File: config.mk
export PLATFORM = sky130hd
export DESIGN_NAME = double_ended_queue
export DESIGN_NICKNAME = d
export VERILOG_FILES = /design/src/hw/rtl/deq_pkg.sv /design/src/hw/rtl/deq_ram.sv /design/src/hw/rtl/deq_front.sv /design/src/hw/rtl/deq_back.sv /design/src/hw/rtl/double_ended_queue.sv
export SDC_FILE = /design/constraint.sdc
export NUM_CORES = 1
export LEC_CHECK = 0
export BUFFER_PORTS_ARGS = -buffer_cell sky130_fd_sc_hd__clkbuf_2
export CAP_MARGIN = 40
export CORE_MARGIN = 3
export CORE_UTILIZATION = 50
export CTS_CLUSTER_DIAMETER = 50
export CTS_CLUSTER_SIZE = 16
export DETAILED_ROUTE_END_ITERATION = 10
export PLACE_DENSITY = 0.66
export RECOVER_POWER = 25
export SETUP_SLACK_MARGIN = 0.4
export SLEW_MARGIN = 40
export SYNTH_ARGS = -nofsm -noshare
export SYNTH_HDL_FRONTEND = slang
export SYNTH_SLANG_ARGS = --single-unit
File: constraint.sdc
create_clock -name clk -period 5.1 [get_ports clk]
set_input_delay 0.51 -clock clk [delete_from_list [all_inputs] [get_ports clk]]
set_output_delay 0.51 -clock clk [all_outputs]
set_load 0.01 [all_outputs]
File: src/hw/rtl/deq_pkg.sv
// ----------------------------------------------------------------------------
// deq_pkg: shared definitions of the double-ended queue
// Sizes, command classes and ring index helpers used by the front and back.
// ----------------------------------------------------------------------------
`timescale 1ns / 1ps
`default_nettype none

package deq_pkg;

  localparam int CAPACITY = 32;
  localparam int IDX_W    = $clog2(CAPACITY);
  localparam int CNT_W    = $clog2(CAPACITY + 1);
  localparam int DATA_W   = 32;
  localparam int MODE_W   = 3;
  localparam int KIND_W   = 2;

  localparam logic [KIND_W-1:0] KIND_PUSH = 2'd0;
  localparam logic [KIND_W-1:0] KIND_POP  = 2'd1;
  localparam logic [KIND_W-1:0] KIND_DUMP = 2'd2;
  localparam logic [KIND_W-1:0] KIND_NONE = 2'd3;

  typedef struct packed {
    logic [KIND_W-1:0]        kind;
    logic                     front_end;
    logic signed [DATA_W-1:0] value;
  } cmd_t;

  function automatic logic [IDX_W-1:0] wrap_inc(input logic [IDX_W-1:0] i);
    if (i == IDX_W'(CAPACITY - 1)) begin
      return '0;
    end
    return i + 1'b1;
  endfunction

  function automatic logic [IDX_W-1:0] wrap_dec(input logic [IDX_W-1:0] i);
    if (i == '0) begin
      return IDX_W'(CAPACITY - 1);
    end
    return i - 1'b1;
  endfunction

  function automatic logic [IDX_W-1:0] ring_add(input logic [IDX_W-1:0] base,
                                                input logic [CNT_W-1:0] off);
    logic [CNT_W:0] s;
    s = (CNT_W + 1)'(base) + (CNT_W + 1)'(off);
    if (s >= (CNT_W + 1)'(CAPACITY)) begin
      s = s - (CNT_W + 1)'(CAPACITY);
    end
    return s[IDX_W-1:0];
  endfunction

endpackage

`default_nettype wire

File: src/hw/rtl/deq_ram.sv
// ----------------------------------------------------------------------------
// deq_ram: generic single-port-write, single-port-read RAM
// One write and one registered read per cycle; read data holds when idle.
// ----------------------------------------------------------------------------
`timescale 1ns / 1ps
`default_nettype none

module deq_ram #(
  parameter int WIDTH = 32,
  parameter int DEPTH = 32
) (
  input  wire logic                     clk,
  input  wire logic                     we,
  input  wire logic [$clog2(DEPTH)-1:0] waddr,
  input  wire logic [WIDTH-1:0]         wdata,
  input  wire logic                     re,
  input  wire logic [$clog2(DEPTH)-1:0] raddr,
  output      logic [WIDTH-1:0]         rdata
);

  logic [WIDTH-1:0] mem [DEPTH];

  always_ff @(posedge clk) begin
    if (we) begin
      mem[waddr] <= wdata;
    end
    if (re) begin
      rdata <= mem[raddr];
    end
  end

endmodule

`default_nettype wire

File: src/hw/rtl/deq_front.sv
// ----------------------------------------------------------------------------
// deq_front: command intake
// Accepts items, classifies the mode and queues commands for the back end.
// ----------------------------------------------------------------------------
`timescale 1ns / 1ps
`default_nettype none

module deq_front
  import deq_pkg::*;
(
  input  wire logic                     clk,
  input  wire logic                     rst,
  input  wire logic                     in_valid,
  output      logic                     in_stall,
  input  wire logic [MODE_W-1:0]        mode,
  input  wire logic signed [DATA_W-1:0] value,
  output      logic                     cmd_valid,
  output      cmd_t                     cmd,
  input  wire logic                     cmd_take
);

  localparam int QDEPTH = 2;
  localparam int QPTR_W = $clog2(QDEPTH);

  cmd_t              q [QDEPTH];
  logic [QPTR_W-1:0] wr_ptr;
  logic [QPTR_W-1:0] rd_ptr;
  logic [QPTR_W:0]   fill;
  cmd_t              incoming;
  logic              push;

  assign incoming.kind      = mode[2:1];
  assign incoming.front_end = ~mode[0];
  assign incoming.value     = value;

  assign in_stall  = rst || (fill == (QPTR_W + 1)'(QDEPTH));
  assign push      = in_valid && !in_stall && (incoming.kind != KIND_NONE);
  assign cmd_valid = (fill != '0);
  assign cmd       = q[rd_ptr];

  always_ff @(posedge clk) begin
    if (push) begin
      q[wr_ptr] <= incoming;
    end
    if (rst) begin
      wr_ptr <= '0;
      rd_ptr <= '0;
      fill   <= '0;
    end else begin
      if (push) begin
        wr_ptr <= wr_ptr + 1'b1;
      end
      if (cmd_take) begin
        rd_ptr <= rd_ptr + 1'b1;
      end
      unique case ({push, cmd_take})
        2'b10:   fill <= fill + 1'b1;
        2'b01:   fill <= fill - 1'b1;
        default: fill <= fill;
      endcase
    end
  end

endmodule

`default_nettype wire

File: src/hw/rtl/deq_back.sv
// ----------------------------------------------------------------------------
// deq_back: command execution
// Holds the ring pointers and the entry RAM, runs pushes, pops and dumps,
// and drives the output register.
// ----------------------------------------------------------------------------
`timescale 1ns / 1ps
`default_nettype none

module deq_back
  import deq_pkg::*;
(
  input  wire logic                     clk,
  input  wire logic                     rst,
  input  wire logic                     cmd_valid,
  input  wire cmd_t                     cmd,
  output      logic                     cmd_take,
  output      logic                     out_valid,
  input  wire logic                     out_stall,
  output      logic signed [DATA_W-1:0] out_value,
  output      logic                     queue_empty,
  output      logic                     dropped,
  output      logic                     last
);

  localparam logic S_IDLE = 1'b0;
  localparam logic S_EMIT = 1'b1;

  logic              state, state_next;
  logic [IDX_W-1:0]  front_pos, front_pos_next;
  logic [CNT_W-1:0]  count, count_next;
  logic [CNT_W-1:0]  remain, remain_next;
  logic [IDX_W-1:0]  rp, rp_next;
  logic              fwd, fwd_next;

  logic              out_valid_next;
  logic [DATA_W-1:0] out_value_next;
  logic              queue_empty_next;
  logic              dropped_next;
  logic              last_next;

  logic              we;
  logic [IDX_W-1:0]  waddr;
  logic              re;
  logic [IDX_W-1:0]  raddr;
  logic [DATA_W-1:0] rdata;

  logic              full;
  logic              empty;
  logic              out_free;
  logic              needs_out;

  deq_ram #(
    .WIDTH(DATA_W),
    .DEPTH(CAPACITY)
  ) u_ram (
    .clk  (clk),
    .we   (we),
    .waddr(waddr),
    .wdata(cmd.value),
    .re   (re),
    .raddr(raddr),
    .rdata(rdata)
  );

  assign full      = (count == CNT_W'(CAPACITY));
  assign empty     = (count == '0);
  assign out_free  = !out_valid || !out_stall;
  assign needs_out = ((cmd.kind == KIND_PUSH) && full) || ((cmd.kind == KIND_DUMP) && empty);
  assign cmd_take  = (state == S_IDLE) && cmd_valid && (!needs_out || out_free);

  always_comb begin
    state_next       = state;
    front_pos_next   = front_pos;
    count_next       = count;
    remain_next      = remain;
    rp_next          = rp;
    fwd_next         = fwd;
    out_valid_next   = out_valid && out_stall;
    out_value_next   = out_value;
    queue_empty_next = queue_empty;
    dropped_next     = dropped;
    last_next        = last;
    we               = 1'b0;
    waddr            = front_pos;
    re               = 1'b0;
    raddr            = rp;

    unique case (state)
      S_IDLE: begin
        if (cmd_take) begin
          unique case (cmd.kind)
            KIND_PUSH: begin
              if (full) begin
                out_valid_next   = 1'b1;
                out_value_next   = '0;
                queue_empty_next = 1'b0;
                dropped_next     = 1'b1;
                last_next        = 1'b1;
              end else begin
                we = 1'b1;
                if (cmd.front_end) begin
                  waddr          = wrap_dec(front_pos);
                  front_pos_next = wrap_dec(front_pos);
                end else begin
                  waddr = ring_add(front_pos, count);
                end
                count_next = count + 1'b1;
              end
            end
            KIND_POP: begin
              if (!empty) begin
                count_next = count - 1'b1;
                if (cmd.front_end) begin
                  front_pos_next = wrap_inc(front_pos);
                end
              end
            end
            KIND_DUMP: begin
              if (empty) begin
                out_valid_next   = 1'b1;
                out_value_next   = '0;
                queue_empty_next = 1'b1;
                dropped_next     = 1'b0;
                last_next        = 1'b1;
              end else begin
                re          = 1'b1;
                raddr       = cmd.front_end ? front_pos : ring_add(front_pos, count - 1'b1);
                rp_next     = cmd.front_end ? wrap_inc(raddr) : wrap_dec(raddr);
                remain_next = count;
                fwd_next    = cmd.front_end;
                state_next  = S_EMIT;
              end
            end
            default: begin
            end
          endcase
        end
      end
      S_EMIT: begin
        if (out_free) begin
          out_valid_next   = 1'b1;
          out_value_next   = rdata;
          queue_empty_next = 1'b0;
          dropped_next     = 1'b0;
          last_next        = (remain == CNT_W'(1));
          remain_next      = remain - 1'b1;
          if (remain == CNT_W'(1)) begin
            state_next = S_IDLE;
          end else begin
            re      = 1'b1;
            raddr   = rp;
            rp_next = fwd ? wrap_inc(rp) : wrap_dec(rp);
          end
        end
      end
      default: begin
      end
    endcase
  end

  always_ff @(posedge clk) begin
    remain      <= remain_next;
    rp          <= rp_next;
    fwd         <= fwd_next;
    out_value   <= $signed(out_value_next);
    queue_empty <= queue_empty_next;
    dropped     <= dropped_next;
    last        <= last_next;
    if (rst) begin
      state     <= S_IDLE;
      front_pos <= '0;
      count     <= '0;
      out_valid <= 1'b0;
    end else begin
      state     <= state_next;
      front_pos <= front_pos_next;
      count     <= count_next;
      out_valid <= out_valid_next;
    end
  end

endmodule

`default_nettype wire

File: src/hw/rtl/double_ended_queue.sv
// ----------------------------------------------------------------------------
// double_ended_queue: bounded double-ended queue of signed 32-bit values
// Channel   Handshake             Payload
// input     in_valid / in_stall   mode, value
// output    out_valid / out_stall out_value, queue_empty, dropped, last
//
// Push and pop items are executed by the back end as it takes them. A dump
// of n entries is paced by the single registered read port of the entry
// RAM. A drop report or an empty dump gives a single zero result.
// A two-entry command queue lets input be taken while a result waits.
// Reset does not clear the entry RAM.
// ----------------------------------------------------------------------------
`timescale 1ns / 1ps
`default_nettype none

module double_ended_queue
  import deq_pkg::*;
(
  input  wire logic                     clk,
  input  wire logic                     rst,
  input  wire logic                     in_valid,
  output      logic                     in_stall,
  input  wire logic [MODE_W-1:0]        mode,
  input  wire logic signed [DATA_W-1:0] value,
  output      logic                     out_valid,
  input  wire logic                     out_stall,
  output      logic signed [DATA_W-1:0] out_value,
  output      logic                     queue_empty,
  output      logic                     dropped,
  output      logic                     last
);

  logic cmd_valid;
  cmd_t cmd;
  logic cmd_take;

  deq_front u_front (
    .clk      (clk),
    .rst      (rst),
    .in_valid (in_valid),
    .in_stall (in_stall),
    .mode     (mode),
    .value    (value),
    .cmd_valid(cmd_valid),
    .cmd      (cmd),
    .cmd_take (cmd_take)
  );

  deq_back u_back (
    .clk        (clk),
    .rst        (rst),
    .cmd_valid  (cmd_valid),
    .cmd        (cmd),
    .cmd_take   (cmd_take),
    .out_valid  (out_valid),
    .out_stall  (out_stall),
    .out_value  (out_value),
    .queue_empty(queue_empty),
    .dropped    (dropped),
    .last       (last)
  );

endmodule

`default_nettype wire

Word level (Yosys, flattened, before mapping)
Memory sizes are Yosys's and may differ from the RTL's. A register that Yosys moved wholly into a read port is not among the register bits.
Index checks and enable logic that the tools add are counted.
{"block": "word_totals", "ff_bits": 64, "latch_bits": 0, "ramBits": 1094, "mem_bits_ro": 0, "input_bits": 39, "out_inout_bits": 37, "word_cells": 215, "mem_count": 2}
{"block": "op_classes", "add_sub_neg": 17, "mul": 0, "n_div": 0, "magnitude_cmp": 2, "n_eq_ne": 23, "shifts": 0, "mux": 125, "bitwise_logic": 3, "reduce_logical": 29}
{"memory": "u_back.u_ram.mem", "depth": 32, "word_bits": 32, "rd": 1, "rd_ports_with_merged_regs": 1, "wr": 1, "line_no": "deq_ram.sv:21", "rtl": "logic [WIDTH-1:0] mem [DEPTH];"}
{"memory": "u_front.q", "depth": 2, "word_bits": 35, "rd": 1, "rd_ports_with_merged_regs": 1, "wr": 1, "line_no": "deq_front.sv:25", "rtl": "cmd_t q [QDEPTH];"}
{"op": "two-way mux 5 bit", "count": 38}
{"op": "two-way mux 32 bit", "count": 4}
{"op": "case mux 32 bit (2 select lines)", "count": 2}
{"op": "two-way mux 1 bit", "count": 59}
{"op": "two-way mux 6 bit", "count": 6}
{"op": "case mux 5 bit (2 select lines)", "count": 3}
{"op": "subtractor 5 x 1 -> 5 bit (second input constant)", "count": 5}
{"op": "case mux 6 bit (2 select lines)", "count": 2}
{"op": "case mux 1 bit (2 select lines)", "count": 10}
{"op": "adder 5 x 1 -> 5 bit (second input constant)", "count": 3}
{"op": "equality test 5 bit (second input constant)", "count": 3}
{"op": "logical NOT 5 bit", "count": 3}
{"op": "AND reduction 5 bit", "count": 3}
{"op": "adder 5 x 6 -> 7 bit", "count": 2}
{"op": "greater-or-equal comparator 7 x 6 -> 1 bit (second input constant)", "count": 2}
{"op": "inequality test 2 bit (second input constant)", "count": 7}
{"op": "subtractor 6 x 1 -> 6 bit (second input constant)", "count": 2}
{"op": "AND reduction 4 bit", "count": 2}
{"op": "logical AND 1 bit", "count": 7}
{"op": "AND reduction 7 bit", "count": 1}
{"op": "adder 6 x 1 -> 6 bit (second input constant)", "count": 1}
{"op": "equality test 2 bit (second input constant)", "count": 3}
{"op": "equality test 6 x 1 -> 1 bit (second input constant)", "count": 1}
{"op": "equality test 6 bit (second input constant)", "count": 1}
{"op": "other kinds (14)", "count": 29}

Longest topological paths before layout
{"block": "depth", "depth_word": 21, "mapped_depth": 14, "ltp_nobuf": 12}

By module
Synthesis repeated with hierarchy kept, for this count alone.
{"block": "hier_totals", "hier_cells": 2799, "hier_area_um2": 47486.8}
{"mod": "deq_ram", "instances": 1, "cells_per_inst": 2260, "area_each_um2": 40805.4, "seq_area_each_um2": 31710.4}
{"mod": "deq_back", "instances": 1, "cells_per_inst": 404, "area_each_um2": 3928.8, "seq_area_each_um2": 1671.6}
{"mod": "deq_front", "instances": 1, "cells_per_inst": 135, "area_each_um2": 2752.6, "seq_area_each_um2": 2202.1}

Least setup slack after synthesis
No wires, ideal clock.
{"block": "synth_path", "path_kind": "register -> register", "start": "reg u_back.count[0]", "end": "mem u_back.u_ram.mem[22][0], enable pin", "setup_time_ns": 0.421, "t_arrival_ns": 3.772, "t_required_ns": 4.679, "setup_slack_ns": 0.907, "path_stages_with_launch": 8, "n_path_buf": 0, "period_less_slack_ns": 4.193, "cell_sequence": "dfxtp_1 inv_1 ha_1 or4b_4 o211ai_1 mux2_2 or3_1 nor2_1"}
{"block": "synth_via", "elab_chain_cells": 10, "elab_cells_between_ends": 23, "cone_classes": "add/sub: 2; order compare: 1; eq/ne: 1; mux: 12; reduce/logical: 7"}
{"element": "start, declared", "line_no": "deq_back.sv:30", "rtl": "logic [CNT_W-1:0] count, count_next;"}
{"element": "start signal, assigned", "line_no": "deq_back.sv:177", "rtl": "count <= count_next;"}
{"element": "branches (longest 10 deep; another with adder 5 x 6 -> 7 bit)"}
{"element": "end, declared", "line_no": "deq_ram.sv:21"}
Parallel ways; which one is timed is not known.

==> flow_summary.json <==
{
  "run_status": "finished, violations left",
  "violations": "capacitance limit, slew limit",
  "start_util": 0.509,
  "worst_pin_slew_ns": 2.25,
  "drc": 0,
  "yosys_warnings": 0,
  "syn_inst": 3335,
  "slew_headroom": -0.500,
  "crit_path_end": "u_back.u_ram.rdata[8]",
  "clk_pin_slew_worst_paths_ns": 0.07,
  "ys_seq_area_frac": 0.742,
  "place_hpwl_mm": 75.9,
  "num_vias": 30182,
  "powerDensity_nw_per_um2": 416,
  "cts.sinks": 1191,
  "fmax_mhz": 222,
  "grt_pass1_wl_mm": 194,
  "core_um2": 94200,
  "die_x_um": 316,
  "setup_viol": 0,
  "synth_area_um2": 48000,
  "min_period_over_period": 0.882,
  "drtAntennaViolNets": 0,
  "r2r_slack_ns": 0.60,
  "routabilityCongestion": 0.889,
  "synth_edf_count": 1173,
  "power.total_mw": 22.6,
  "cp.arrival_ns": 4.90,
  "leakagePower_nw": 17.8,
  "crit_required_ns": 5.50,
  "maxCapViolations": 1,
  "syn_avg_cell_area_um2": 14.4,
  "min_period_ns": 4.50,
  "synth_top_area_cell": "edfxtp_1",
  "critPathMaxFanout": 88,
  "setup.worst_path.start_class": "flip-flop",
  "synthMostInstantiatedCell": "edfxtp_1",
  "htree_num_levels": 3,
  "std_cell_rows": 112,
  "pin_count": 76,
  "antenna_found_initial": 2,
  "criticalPathCategory": "reg2reg",
  "hold_path_class": "in2reg",
  "nNetsFinal": 3516,
  "grt_max_degree": 89,
  "drive_above_1_share": 0.118,
  "die-area_um2": 99700,
  "utilization": 0.577,
  "synth_top_area_share": 0.734,
  "yosys.cell_types.count": 70,
  "synthArstFlopShare": 0,
  "syn_nets": 3400,
  "track_usage": 0.264,
  "clk-insertion-delay-late_ns": 0.71,
  "ir_drop_mv": 0.347,
  "via_per_inst": 6.29,
  "crit_path_end_kind": "flip-flop",
  "fin_tns_setup_ns": 0,
  "max-clock-path-buffers": 3,
  "wl_mm": 132,
  "postSynthRegisterBits": 1191,
  "final_max_slew_viol_count": 42,
  "finClkSkew_ns": 0.0407,
  "grt_setup_unrepaired": "false",
  "io_buffers": 75,
  "drtIter0Drc": 3694,
  "synth_flop_cell": "edfxtp_1",
  "worstReg2RegEnd": "u_back.u_ram.rdata[8]",
  "synthTopCellsByArea": "edfxtp_1 73%, nand2_1 4.8%, a32oi_1 2.3%",
  "numCtsBuffers": 107,
  "root_buffer": "clkbuf_16",
  "hold_viol_final": 0,
  "cts_tree": "built",
  "area_growth_syn_to_layout_pct": 13.3,
  "die_h_um": 316,
  "reg2reg_depth": 10,
  "dr.pass1.iters": 6,
  "synth_common_cells": "1173 x edfxtp_1, 614 x nand2_1, 177 x nand3_1",
  "grt_overflow": 0,
  "wl_per_cell_um": 27.5,
  "grt_pass1_vias": 29720
}
## registers in the layout, summed over array words and instances, names as in the netlist, named ones only
name / cells
u_back.out_value: 32
u_front.q: 70
u_back.u_ram.mem: 1024
u_back.dropped: 1
u_back.front_pos: 5
u_back.state: 1
u_back.out_valid: 1
u_back.fwd: 1
u_back.rp: 5
u_front.wr_ptr: 1
u_front.fill: 2
u_back.count: 6
u_back.remain: 6
u_back.u_ram.rdata: 32
u_back.last: 1
u_back.queue_empty: 1
u_front.rd_ptr: 1
## through the flow
step | std cells | worst slack [ns] | hold WS [ns] | instance area, um2
floorplan | 3335 | 0.907 | 0.480 | 48000
global placement | 4561 | 0.711 | 0.493 | 50400
detailed placement | 4565 | 0.706 | 0.505 | 50500
CTS | 4787 | 0.707 | 0.00192 | 54400
global route | 4794 | 0.355 | 0.0664 | 54400
finish | 4796 | 0.601 | 0.0675 | 54400
## power by group
| group | switching, mW | internal [mW] | total, mW |
|---|---|---|---|
| Combinational | 2.09 | 0.703 | 2.80 |
| Clock | 3.68 | 4.56 | 8.25 |
| Sequential | 0.101 | 11.5 | 11.6 |
## kinds of logic (layout without fill, tap and decap cells)
logic type      Yosys count  count (layout)  share of synthesized area
flops                  1191            1191                      0.742
simple gates           1081            1081                      0.101
compound gates          574             574                     0.0907
buf+inv                 321             526                     0.0292
mux                     107             107                     0.0237
xor+xnor                 35              35                    0.00639
fa+ha+maj                26              26                    0.00709
other cells               0               2                          0
## area by class of cell
class	count	area (um2)
fillers	7202	39800
well taps	1254	1570
clock inverters	75	830
diodes	2	5.00
multi-input cells	1823	11400
clock buffers	123	2800
inverters	87	327
flip-flops and latches	1191	35600
repair buffers	241	1880
## layout by cell type, fill, tap and decap left out, types with 12 or more instances in the layout
master and count:
mux2_1 17, inv_1 86, a211oi_1 132, nor2_4 35, xnor2_1 25, a221oi_1 64
clkinvlp_4 17, nor4_1 64, mux2i_1 67, dfxtp_1 18, o21ai_0 12, a21boi_0 65
nand3_1 177, buf_4 116, a32oi_1 128, nand4_1 65, and2_0 25, a21oi_1 92
clkinv_2 12, a22oi_1 33, mux2_2 19, edfxtp_1 1173, clkbuf_1 73, buf_12 18
ha_1 24, dlygate4sd3_1 24, clkbuf_2 16, nand2_1 613, clkbuf_16 108, nor2_1 36
## critical path: stages, from the launching register on
cell     delay [ns]
dfxtp_1        0.46
buf_4          0.40
mux2i_4        0.61
inv_1          0.38
o21ai_4        0.33
a21o_4         0.47
buf_12         0.42
mux2i_1        0.33
a32oi_1        0.09
a22oi_1        0.47
nand3_1        0.15
## routing by layer
metal | wire length (um) | GRT usage | share of wire
met1 | 52100 | 0.361 | 0.39
met5 | 13 | 0 | 0.000099
met4 | 5580 | 0.112 | 0.042
met3 | 11900 | 0.0438 | 0.090
met2 | 62400 | 0.422 | 0.47
## worst min path at each step
stage	slack, ns	endpoint	cells past startpoint	from
4_1_cts	0.002	u_front.q[1][30]	1	value[30]
3_3_place_gp	0.49	u_front.fill[1]	2	u_front.fill[1]
2_1_floorplan	0.48	u_front.fill[1]	2	u_front.fill[1]
3_5_place_dp	0.50	u_front.rd_ptr	2	u_front.rd_ptr
5_1_grt	0.07	u_front.q[1][30]	1	value[30]
6_report	0.07	u_front.q[1][30]	1	value[30]
## repair_timing
item                       in CTS  in global routing
setup endpoints to repair       0                 10
setup buffers                   0                  4
hold endpoints to repair       48                  0
hold buffers                   24                  0
resized for setup               0                  1
No activity file was read; power rests on OpenSTA's default activity.
